`src/sv/kpp_pkg.sv`:
```
// Shared types and constants for the key path string parser.
// No dependencies; kpp_step and key_path_string_parser use it by scoped names.

package kpp_pkg;

   localparam logic [7:0] CHAR_SLASH = 8'h2F;
   localparam logic [7:0] CHAR_QUOTE = 8'h27;
   localparam logic [7:0] CHAR_H     = 8'h68;
   localparam logic [7:0] CHAR_M     = 8'h6D;
   localparam logic [7:0] CHAR_ZERO  = 8'h30;
   localparam logic [7:0] CHAR_NINE  = 8'h39;

   localparam logic [31:0] HARDENED_KEY_LIMIT = 32'h8000_0000;

   localparam int STATUS_W = 3;
   localparam int VALUE_W  = 32;

   localparam logic [STATUS_W-1:0] ST_OK        = 3'd0;
   localparam logic [STATUS_W-1:0] ST_EMPTY     = 3'd1;
   localparam logic [STATUS_W-1:0] ST_MALFORMED = 3'd2;
   localparam logic [STATUS_W-1:0] ST_INVALID   = 3'd3;
   localparam logic [STATUS_W-1:0] ST_HARDENED  = 3'd4;

   typedef enum logic [4:0] {
      PH_START  = 5'b00001,
      PH_DIGITS = 5'b00010,
      PH_HARD   = 5'b00100,
      PH_MFIRST = 5'b01000,
      PH_MLATE  = 5'b10000
   } phase_type;

   typedef struct packed {
      phase_type           phase;
      logic                first_token;
      logic [VALUE_W-1:0]  number_acc;
      logic                hardened_seen;
      logic                error_swallow;
      logic                string_started;
   } parse_state_type;

   localparam parse_state_type STATE_RESET = '{
      phase:          PH_START,
      first_token:    1'b1,
      number_acc:     '0,
      hardened_seen:  1'b0,
      error_swallow:  1'b0,
      string_started: 1'b0
   };

   typedef struct packed {
      logic [STATUS_W-1:0] status;
      logic                element_valid;
      logic [VALUE_W-1:0]  element_value;
      logic                path_end;
   } result_type;

endpackage

```
`src/sv/kpp_step.sv`:
```
// Combinational next-state and result logic for one path character.
// Depends on kpp_pkg for the state and result types.

module kpp_step (
   input  kpp_pkg::parse_state_type cur_state,
   input  logic [7:0]               char_code,
   input  logic                     has_char,
   input  logic                     last_char,
   output kpp_pkg::parse_state_type nxt_state,
   output logic                     res_emit,
   output kpp_pkg::result_type      res_data
);

   logic        is_digit;
   logic [3:0]  digit_val;
   logic [35:0] acc_times_ten;
   logic        closed;
   logic [31:0] token_value;

   assign is_digit  = (char_code >= kpp_pkg::CHAR_ZERO) && (char_code <= kpp_pkg::CHAR_NINE);
   assign digit_val = is_digit ? 4'(char_code - kpp_pkg::CHAR_ZERO) : 4'd0;
   // Times ten as two shifts and an add, then the new digit.
   assign acc_times_ten = ({4'b0, cur_state.number_acc} << 3)
                        + ({4'b0, cur_state.number_acc} << 1)
                        + {32'b0, digit_val};
   assign token_value = cur_state.number_acc
                      | (cur_state.hardened_seen ? kpp_pkg::HARDENED_KEY_LIMIT : 32'b0);

   always_comb begin
      nxt_state = cur_state;
      res_emit  = 1'b0;
      res_data  = '0;
      closed    = 1'b0;

      if (cur_state.error_swallow) begin
         if (last_char) begin
            nxt_state = kpp_pkg::STATE_RESET;
         end
      end else if (has_char) begin
         nxt_state.string_started = 1'b1;
         case (cur_state.phase)
            kpp_pkg::PH_START: begin
               if (char_code == kpp_pkg::CHAR_SLASH) begin
                  closed          = 1'b1;
                  res_data.status = kpp_pkg::ST_MALFORMED;
               end else if (is_digit) begin
                  nxt_state.number_acc = {28'b0, digit_val};
                  nxt_state.phase      = kpp_pkg::PH_DIGITS;
               end else if (char_code == kpp_pkg::CHAR_M) begin
                  nxt_state.phase = cur_state.first_token ? kpp_pkg::PH_MFIRST
                                                          : kpp_pkg::PH_MLATE;
               end else begin
                  closed          = 1'b1;
                  res_data.status = kpp_pkg::ST_INVALID;
               end
            end
            kpp_pkg::PH_DIGITS: begin
               if (is_digit) begin
                  if (acc_times_ten[35:32] != 4'b0) begin
                     closed          = 1'b1;
                     res_data.status = kpp_pkg::ST_INVALID;
                  end else begin
                     nxt_state.number_acc = acc_times_ten[31:0];
                  end
               end else if (char_code == kpp_pkg::CHAR_SLASH) begin
                  closed = 1'b1;
               end else if (char_code == kpp_pkg::CHAR_QUOTE || char_code == kpp_pkg::CHAR_H) begin
                  if (cur_state.number_acc[31]) begin
                     closed          = 1'b1;
                     res_data.status = kpp_pkg::ST_HARDENED;
                  end else begin
                     nxt_state.hardened_seen = 1'b1;
                     nxt_state.phase         = kpp_pkg::PH_HARD;
                  end
               end else begin
                  closed          = 1'b1;
                  res_data.status = kpp_pkg::ST_INVALID;
               end
            end
            kpp_pkg::PH_HARD: begin
               closed = 1'b1;
               if (char_code != kpp_pkg::CHAR_SLASH) begin
                  res_data.status = kpp_pkg::ST_MALFORMED;
               end
            end
            kpp_pkg::PH_MFIRST: begin
               if (char_code != kpp_pkg::CHAR_SLASH) begin
                  closed          = 1'b1;
                  res_data.status = kpp_pkg::ST_INVALID;
               end else if (last_char) begin
                  closed          = 1'b1;
                  res_data.status = kpp_pkg::ST_MALFORMED;
               end else begin
                  nxt_state.first_token = 1'b0;
                  nxt_state.phase       = kpp_pkg::PH_START;
                  closed                = 1'b1;
               end
            end
            default: begin
               closed          = 1'b1;
               res_data.status = (char_code == kpp_pkg::CHAR_SLASH) ? kpp_pkg::ST_MALFORMED
                                                                    : kpp_pkg::ST_INVALID;
            end
         endcase

         // A slash that closes a number token emits the element, unless the
         // string ends on it, which is an empty-token error instead.
         if (closed && res_data.status == kpp_pkg::ST_OK
             && cur_state.phase != kpp_pkg::PH_MFIRST) begin
            if (last_char) begin
               res_data.status = kpp_pkg::ST_MALFORMED;
            end else begin
               nxt_state.phase         = kpp_pkg::PH_START;
               nxt_state.number_acc    = '0;
               nxt_state.hardened_seen = 1'b0;
               nxt_state.first_token   = 1'b0;
               res_emit                = 1'b1;
               res_data.element_valid  = 1'b1;
               res_data.element_value  = token_value;
            end
         end

         if (res_data.status != kpp_pkg::ST_OK) begin
            res_emit          = 1'b1;
            res_data.path_end = 1'b1;
            if (last_char) begin
               nxt_state = kpp_pkg::STATE_RESET;
            end else begin
               nxt_state.error_swallow = 1'b1;
            end
         end
      end

      // End of string after the character, or a bare end item, in the
      // phase that is now current.
      if (!cur_state.error_swallow && last_char && !closed) begin
         res_emit          = 1'b1;
         res_data          = '0;
         res_data.path_end = 1'b1;
         case (nxt_state.phase)
            kpp_pkg::PH_DIGITS, kpp_pkg::PH_HARD: begin
               res_data.element_valid = 1'b1;
               res_data.element_value = nxt_state.number_acc
                  | (nxt_state.hardened_seen ? kpp_pkg::HARDENED_KEY_LIMIT : 32'b0);
            end
            kpp_pkg::PH_MFIRST: begin
               res_data.status = kpp_pkg::ST_OK;
            end
            kpp_pkg::PH_MLATE: begin
               res_data.status = kpp_pkg::ST_MALFORMED;
            end
            default: begin
               res_data.status = nxt_state.string_started ? kpp_pkg::ST_MALFORMED
                                                          : kpp_pkg::ST_EMPTY;
            end
         endcase
         nxt_state = kpp_pkg::STATE_RESET;
      end
   end

endmodule

```
`src/sv/key_path_string_parser.sv`:
```
// Top level of the key path string parser: state register, output stage.
// Depends on kpp_pkg and kpp_step.

// The path text arrives one byte per req transfer: tdata carries the
// character, tuser is set when the byte is present, and tlast marks the
// final item of a string (a transfer with tuser low and tlast high is a bare
// end of string). Each closed path element, the final outcome of a string,
// or the first error is sent as one rsp transfer; status sits in the low
// tdata bits, tuser flags a valid element and tlast marks the end of a path.
// After an error, items up to and including the next tlast give nothing.
// One character is taken every cycle while the skid register is empty; the
// character update is a single registered pass (times-ten accumulate,
// overflow check, phase decode), and each result is registered before rsp.
// Reset clears the parse state and empties the output stage; no clearing
// pass is needed. When the receiver stalls, one result is held in the output
// register and one more in a skid register; req_tready drops only while the
// skid register is full.

module key_path_string_parser (
   input  logic        clock,
   input  logic        reset,
   input  logic        req_tvalid,
   output logic        req_tready,
   input  logic [7:0]  req_tdata,  // [7:0] char_code
   input  logic        req_tuser,  // [0] has_char
   input  logic        req_tlast,  // last_char
   output logic        rsp_tvalid,
   input  logic        rsp_tready,
   output logic [39:0] rsp_tdata,  // [2:0] status, [34:3] element_value, rest zero
   output logic        rsp_tuser,  // [0] element_valid
   output logic        rsp_tlast   // path_end
);

   kpp_pkg::parse_state_type state_ff, state_in;
   kpp_pkg::result_type      step_res;
   logic                     step_emit;

   logic                     out_valid_ff, out_valid_in;
   kpp_pkg::result_type      out_data_ff, out_data_in;
   logic                     skid_valid_ff, skid_valid_in;
   kpp_pkg::result_type      skid_data_ff, skid_data_in;

   logic                     req_fire;
   logic                     new_res;
   logic                     main_free;

   kpp_step u_step (
      .cur_state (state_ff),
      .char_code (req_tdata),
      .has_char  (req_tuser),
      .last_char (req_tlast),
      .nxt_state (state_in),
      .res_emit  (step_emit),
      .res_data  (step_res)
   );

   assign req_tready = !skid_valid_ff;
   assign req_fire   = req_tvalid && req_tready;
   assign new_res    = req_fire && step_emit;
   assign main_free  = !out_valid_ff || rsp_tready;

   always_comb begin
      out_valid_in  = out_valid_ff;
      out_data_in   = out_data_ff;
      skid_valid_in = skid_valid_ff;
      skid_data_in  = skid_data_ff;
      if (main_free) begin
         if (skid_valid_ff) begin
            out_valid_in  = 1'b1;
            out_data_in   = skid_data_ff;
            skid_valid_in = 1'b0;
         end else begin
            out_valid_in = new_res;
            out_data_in  = step_res;
         end
      end else if (new_res) begin
         skid_valid_in = 1'b1;
         skid_data_in  = step_res;
      end
   end

   always_ff @(posedge clock) begin
      if (reset) begin
         state_ff      <= kpp_pkg::STATE_RESET;
         out_valid_ff  <= 1'b0;
         skid_valid_ff <= 1'b0;
      end else begin
         if (req_fire) begin
            state_ff <= state_in;
         end
         out_valid_ff  <= out_valid_in;
         skid_valid_ff <= skid_valid_in;
      end
   end

   always_ff @(posedge clock) begin
      out_data_ff  <= out_data_in;
      skid_data_ff <= skid_data_in;
   end

   assign rsp_tvalid = out_valid_ff;
   assign rsp_tdata  = {5'b0, out_data_ff.element_value, out_data_ff.status};
   assign rsp_tuser  = out_data_ff.element_valid;
   assign rsp_tlast  = out_data_ff.path_end;

   // The skid register only fills behind a held output register.
   a_skid_behind_out: assert property (@(posedge clock) disable iff (reset)
      skid_valid_ff |-> out_valid_ff)
      else $error("skid register full while output register empty");

   // Error results always end the path and carry no element.
   a_error_ends_path: assert property (@(posedge clock) disable iff (reset)
      (rsp_tvalid && out_data_ff.status != kpp_pkg::ST_OK)
         |-> (rsp_tlast && !rsp_tuser && out_data_ff.element_value == '0))
      else $error("error result without path end or with an element");

   // A path end returns the parser to its idle state, or to error swallowing.
   a_end_resets_state: assert property (@(posedge clock) disable iff (reset)
      (req_fire && step_emit && step_res.path_end) |=>
         (state_ff == kpp_pkg::STATE_RESET || state_ff.error_swallow))
      else $error("parse state not cleared after the end of a path");

endmodule
```
`config.mk`:
```
export PLATFORM = sky130hd
export DESIGN_NAME = key_path_string_parser
export DESIGN_NICKNAME = d
export VERILOG_FILES = /design/src/sv/kpp_pkg.sv /design/src/sv/kpp_step.sv /design/src/sv/key_path_string_parser.sv
export SDC_FILE = /design/constraint.sdc
export NUM_CORES = 1
export LEC_CHECK = 0
export BUFFER_PORTS_ARGS = -buffer_cell sky130_fd_sc_hd__buf_2
export CORE_MARGIN = 3
export CORE_UTILIZATION = 60
export DETAILED_ROUTE_END_ITERATION = 7
export GPL_TIMING_DRIVEN = 0
export PLACE_DENSITY = 0.84
export SLEW_MARGIN = 20
export SYNTH_ARGS = -nofsm -noshare
export SYNTH_HDL_FRONTEND = slang
export SYNTH_SLANG_ARGS = --single-unit
```
`constraint.sdc`:
```
create_clock -name clock -period 8.6 [get_ports clock]
set_clock_uncertainty 0.15 [all_clocks]
set_input_delay 0.86 -clock clock [delete_from_list [all_inputs] [get_ports clock]]
set_output_delay 0.86 -clock clock [all_outputs]
set_load 0.02 [all_outputs]
```
Yosys cells after proc, flatten, opt, wreduce, memory -nomap -nowiden
Index checks and enable logic that the tools add are counted.
Cells by class
  $add $sub $neg: 3
  order comparisons: 2
  equality and inequality tests: 15
  muxes and demuxes: 81
  bitwise gates (word level): 3
  reduce and logical (&&, ||, !) cells: 22
Operators with widths (number)
  $mux W41: 5
  $mux W32: 6
  $mux W37: 4
  $mux W39: 3
  $mux W36: 3
  $mux W33: 2
  $or A32 B32 Y32: 2
  $pmux W32 S2: 1
  $mux W5: 8
  $add A35 B33 Y36: 1
  $add A36 B4 Y36: 1
  $mux W3: 10
  $mux W1: 27
  $eq A8 B6 Y1 const B: 2
  $eq A8 B7 Y1 const B: 2
  $pmux W5 S3: 1
  $mux W6: 2
  $pmux W3 S4: 1
  $eq A5 B2 Y1 const B: 2
  $eq A5 B3 Y1 const B: 2
  $eq A5 B4 Y1 const B: 2
  $mux W2: 5
  $ge A8 B6 Y1 const B: 1
  $le A8 B6 Y1 const B: 1
  other kinds (20): 32
Word-level totals
  register bits after elaboration: 117
  input port bits: 14
  output and inout port bits: 44
  word-level logic and storage cells: 142

Longest topological paths before layout
  depth in word-level cells: 25
  gate-level depth with buffers: 20
  depth with buffers taken out: 18

By module
Synthesis repeated with hierarchy kept, for this count alone.
Second synthesis, totals
  cell total of the unflattened synthesis: 989
  area total of the unflattened synthesis: 8652.0 um^2
Modules (own cells, without submodules)
  kpp_step: times used 1, cells each 677, area an instance 4415.5 um^2, seq. area each 0.0 um^2
  key_path_string_parser: times used 1, cells each 312, area an instance 4236.6 um^2, seq. area each 3083.0 um^2

Worst setup path after synthesis
No wires, ideal clock.
  path kind: input to register
  start point: input port req_tdata[6]
  end point: register skid_data_ff[0] in the netlist's numbering, enable pin
  setup time: 487 ps
  arrival: 6882 ps
  path slack: 1081 ps
  stages: 16
  cell sequence: and4bb_2 > and2_1 > nand2_1 > fa_1 > inv_1 > fa_1 > a211oi_1 > o21ai_2 > a31oi_2 > o41ai_4 > a31oi_2 > xnor2_4 > o31ai_2 > nor2_1 > o21ai_0 > a211oi_1
On the way
  word-level cells in the longest chain between the ends: 23
  elaborated cells on any way between the ends: 54
  classes of those cells: 1 x add/sub; 2 x order compare; 5 x eq/ne; 35 x mux; 11 x reduce/logical
Ends and longest elaborated chain
  from (decl): RTL line key_path_string_parser.sv:24  | input logic [7:0] req_tdata,
  $ge A8 B6 Y1 or $le A8 B6 Y1 (tied branches): RTL line kpp_step.sv:20  | assign is_digit = (char_code >= kpp_pkg::CHAR_ZERO) && (char_code <= kpp_pkg::CHAR_NINE);
  $logic_and A1 B1 Y1: RTL line kpp_step.sv:20
  $mux W4: RTL line kpp_step.sv:21  | assign digit_val = is_digit ? 4'(char_code - kpp_pkg::CHAR_ZERO) : 4'd0;
  $add A36 B4 Y36: RTL line kpp_step.sv:25  | + {32'b0, digit_val};
  $reduce_bool A4 Y1: RTL line kpp_step.sv:59  | if (acc_times_ten[35:32] != 4'b0) begin
  $mux W2: RTL line kpp_step.sv:59
  $mux W3: RTL line kpp_step.sv:58  | if (is_digit) begin
  $pmux W3 S4: RTL line kpp_step.sv:41  | case (cur_state.phase)
  [7 not listed]
  $mux W36: RTL line kpp_step.sv:35  | if (cur_state.error_swallow) begin
  $reduce_bool A3 Y1: RTL line kpp_step.sv:123  | if (res_data.status != kpp_pkg::ST_OK) begin
  $mux W1: RTL line kpp_step.sv:123
  $mux W1: RTL line kpp_step.sv:39  | end else if (has_char) begin
  $mux W1: RTL line kpp_step.sv:35
  $mux W1 (*): RTL line kpp_step.sv:136  | if (!cur_state.error_swallow && last_char && !closed) begin
  $logic_and A1 B1 Y1 (*): RTL line key_path_string_parser.sv:59  | assign new_res = req_fire && step_emit;
  $reduce_and A2 Y1 (no source line) (*)
  to (signal assigned): RTL line key_path_string_parser.sv:98  | skid_data_ff <= skid_data_in;
  to (decl): RTL line key_path_string_parser.sv:41  | kpp_pkg::result_type skid_data_ff, skid_data_in;
Mark *: on every way between the ends. The rest lies on a longest branch, timed or not. The select of a mux whose other input is x is not followed.
A chain may end at the register's enable or synchronous reset.

Final worst setup path
  start point: input port req_tdata[6]
  end point: register out_data_ff (netlist bit rsp_tdata[33]) (data pin)
On the way
  word-level cells in the longest chain between the ends: 25
  elaborated cells on any way between the ends: 75
  classes of those cells: 1 x add/sub; 2 x order compare; 7 x eq/ne; 54 x mux; 1 x bitwise; 10 x reduce/logical
Ends and longest elaborated chain
  $ge A8 B6 Y1 or $le A8 B6 Y1 (tied branches): RTL line kpp_step.sv:20
  $logic_and A1 B1 Y1: RTL line kpp_step.sv:20
  $mux W4: RTL line kpp_step.sv:21
  $add A36 B4 Y36: RTL line kpp_step.sv:25
  $reduce_bool A4 Y1: RTL line kpp_step.sv:59
  $mux W2: RTL line kpp_step.sv:59
  $mux W3: RTL line kpp_step.sv:58
  $pmux W3 S4: RTL line kpp_step.sv:41
  [9 not listed]
  $mux W41: RTL line kpp_step.sv:123
  $mux W41: RTL line kpp_step.sv:39
  $mux W41: RTL line kpp_step.sv:35
  $eq A5 B2 Y1 or $eq A5 B3 Y1 (tied branches): RTL line kpp_step.sv:140  | case (nxt_state.phase)
  $reduce_or A2 Y1
  $mux W33: RTL line kpp_step.sv:140
  $mux W37 (*): RTL line kpp_step.sv:136
  $mux W37 (*): RTL line key_path_string_parser.sv:68  | if (skid_valid_ff) begin
  to (signal assigned): RTL line key_path_string_parser.sv:97  | out_data_ff <= out_data_in;
  to (decl): RTL line key_path_string_parser.sv:39  | kpp_pkg::result_type out_data_ff, out_data_in;
Marks and branches as above.

==> flow_summary.ini <==
[timing]
max_freq_ghz = 0.166
fin_tns_setup_ns = 0
max_slew_margin_pct = 41.8
min_period_ns = 6.02
worst_pin_slew_ns = 0.863
slew_violations = 0
hold_viol_final = 0
rsz0062_at_grt = no
setup_viol = 0
min_period_over_period_pct = 70.0

[clock_tree]
cts_tree = built
htree_num_levels = 4
root_buffer = clkbuf_16
clockBufferDepth = 2
clkTransAtPathRegs_ns = 0.06
cts_buffers = 17
cts.sinks = 117
ctsHoldBuffers = 0
clk_latency_ns = 0.42
postCtsResizedCells = 0
cts_setup_buffers = 0

[grt]
antenna_found_initial = 0
grt_pass1_vias = 7689
overflow = 0
grt_pass1_wl_um = 41500
grt_util_all_layers_pct = 32.9
grt_max_degree = 36

[power_and_ir_drop]
peakVddDrop_mv = 0.148
p_comb_share_pct = 7.4
power_density_nw_per_um2 = 147
p_seq_share_pct = 43.4
clkPwrFrac_pct = 49.2
switching_share_pct = 23.1
leakagePower_nw = 4.05
p_int_mw = 1.09
p_sw_mw = 0.329

[detailed_routing]
first_iter_violations = 1336
dr.pass1.iters = 7
vias_per_cell = 6.84
vias = 8294
wl_met3_um = 3600
wl_per_cell_um = 21.9
wl_met1_um = 10400
wl_met2_um = 11400
drt-total-wl_um = 26600
drc_errors = 0
top_layer = met4
detail-route-antenna-nets = 0

[run_status]
status = complete, no violations

[final_layout]
drive_gt1_share_pct = 14.7
antenna_cells = 0
area_delta_synth_final_pct = 13.2
final_cells = 1212
fill_cells = 968
final_nets = 1102
mostFrequentLayoutCell = nand2_1
final_cell_mix = nand2_1 (106), nor2_1 (94), a21oi_1 (88), edfxtp_1 (74), buf_2 (68)

[worst_setup_path]
startpoint_type = input pin
critPathMaxFanout = 10
cp.arrival_ns = 6.16
required_ns = 8.74
crit_type = input pin to flip-flop
worst_setup_path_end_kind = flip-flop

[place]
place.gp.congestion = 0.923
dpl.hpwl_um = 19000
io_buffers = 51
dp.cells = 1180

[synthesis]
yosys.cell_types.count = 90
netlist_area_um2 = 8510
syn_area_per_cell_um2 = 9.00
synthTopCellsByArea = edfxtp_1 (26%), dfxtp_1 (10%), ha_1 (9.3%)
synth_edf_count = 74
synth_largest_type_area_fraction_pct = 26.1
ys_seq_area_share_pct = 36.2
synthCells = 946
synthFlopType = edfxtp_1
synth_seq_cells = 117
ys_async_sr_fraction_pct = 0
ys_warn_count = 0
synth_top_cell_by_area = edfxtp_1

[floorplanning]
rows = 42
io-pin-count = 58
core_area_um2 = 13600
dieWidth_um = 125
start_util_pct = 62.8
die_area_um2 = 15700
die_y_um = 125

[min_path]
hold_path.class = flip-flop to flip-flop

[flow_run]
max-cap-violations = 0
logic make-up after synthesis:
group	after synthesis	share of synthesized area, %
xor+xnor	31	3.50
flops	117	36.2
other cells	1	0.0441
compound gates	319	26.6
fa+ha+maj	65	9.73
mux	14	1.84
buf+inv	94	4.85
simple gates	305	17.2
synthesized netlist by cell type, types with 3 or more instances:
| library cell | number |
|---|---|
| a211oi_1 | 7 |
| clkbuf_1 | 40 |
| dfxtp_1 | 43 |
| a22o_1 | 7 |
| nor2_1 | 94 |
| a22oi_1 | 19 |
| edfxtp_1 | 74 |
| a21o_1 | 32 |
| o2bb2ai_1 | 17 |
| inv_1 | 26 |
| nor3_1 | 19 |
| a2111oi_0 | 3 |
| nand3_1 | 13 |
| buf_2 | 17 |
| o21bai_1 | 7 |
| nor4_1 | 4 |
| o32a_1 | 3 |
| a32o_1 | 5 |
| nand2_1 | 106 |
| nor2b_1 | 4 |
| o31ai_2 | 3 |
| xnor2_1 | 20 |
| a31o_1 | 3 |
| a21oi_1 | 88 |
| a31oi_1 | 9 |
| buf_4 | 6 |
| o21a_1 | 5 |
| o21ai_1 | 7 |
| o22ai_1 | 4 |
| nand2b_1 | 3 |
| o32ai_1 | 3 |
| a2bb2oi_1 | 20 |
| o21ai_0 | 34 |
| and2_1 | 10 |
| a31o_2 | 5 |
| ha_1 | 63 |
| and3_1 | 13 |
| nand4_1 | 10 |
| or3_1 | 4 |
| mux2_2 | 13 |
| o211ai_1 | 8 |
| xor2_1 | 9 |
sequential cells by signal, summed over array words and instances (netlist names):
name	cells
skid_valid_ff	1
rsp_tdata	35
rsp_tuser	1
rsp_tlast	1
rsp_tvalid	1
skid_data_ff	37
state_ff	41
per-stage QoR:
stage | hold slack, ns | util (%) | power (mW) | area (um^2) | setup WS (ns)
after floorplan | 0.323 | - | 0.694 | 8530 | 1.08
after global placement | 0.367 | 66.4 | 0.725 | 9000 | -0.604
after detailed placement | 0.387 | 66.8 | 0.729 | 9060 | 2.32
after CTS | 0.409 | 71.1 | 1.41 | 9640 | 2.59
after global routing | 0.422 | 71.1 | 1.45 | 9640 | 2.32
final | 0.404 | 71.1 | 1.42 | 9640 | 2.58
routing by layer:
| metal | GRT usage [%] | up-vias |
|---|---|---|
| li1 | - | 3690 |
| met3 | 8.40 | 137 |
| met1 | 45.7 | 3795 |
| met5 | 0 | - |
| met4 | 12.6 | 0 |
| met2 | 49.9 | 672 |
path summary, 6_finish.rpt:
check             startpoint             to  slack, ns  cells after the start
max             req_tdata[6]  rsp_tdata[33]       2.58                     20
min          skid_data_ff[0]      rsp_tlast       0.40                      2
min reg2reg  skid_data_ff[0]      rsp_tlast       0.40                      2
max reg2reg      state_ff[4]  rsp_tdata[33]       3.10                     16
power groups by stage:
stage | logic (mW) | clock network, mW | registers, mW
6_report | 0.105 | 0.698 | 0.617
5_1_grt | 0.111 | 0.719 | 0.618
4_1_cts | 0.103 | 0.690 | 0.617
3_5_place_dp | 0.101 | 0 | 0.628
3_3_place_gp | 0.0975 | 0 | 0.627
2_1_floorplan | 0.0506 | 0 | 0.643
cell type report:
class	count	area (um^2)	area share, %
clock inverter	12	136	1.42
timing repair buffer	54	302	3.13
tap	176	220	2.29
inverter	26	97.6	1.01
multi-input combinational	739	5040	52.4
clock buffer	20	437	4.53
buffer	68	315	3.27
sequential	117	3080	32.0
critical path, cell delays in order:
cell and delay [ns]:
buf_2 0.11, and4bb_2 0.32, and2_1 0.20, nand2_1 0.10, fa_1 0.49, inv_1 0.07, fa_1 0.44, a211oi_1 0.30
o21ai_2 0.14, a31oi_2 0.33, o41ai_4 0.17, a31oi_2 0.33, xnor2_4 0.20, nor3_2 0.11, o41ai_1 0.57, buf_2 0.33
clkbuf_1 0.43, nand2_1 0.14, o21ai_0 0.31, o31a_1 0.19
No activity file was read; power rests on OpenSTA's default activity.
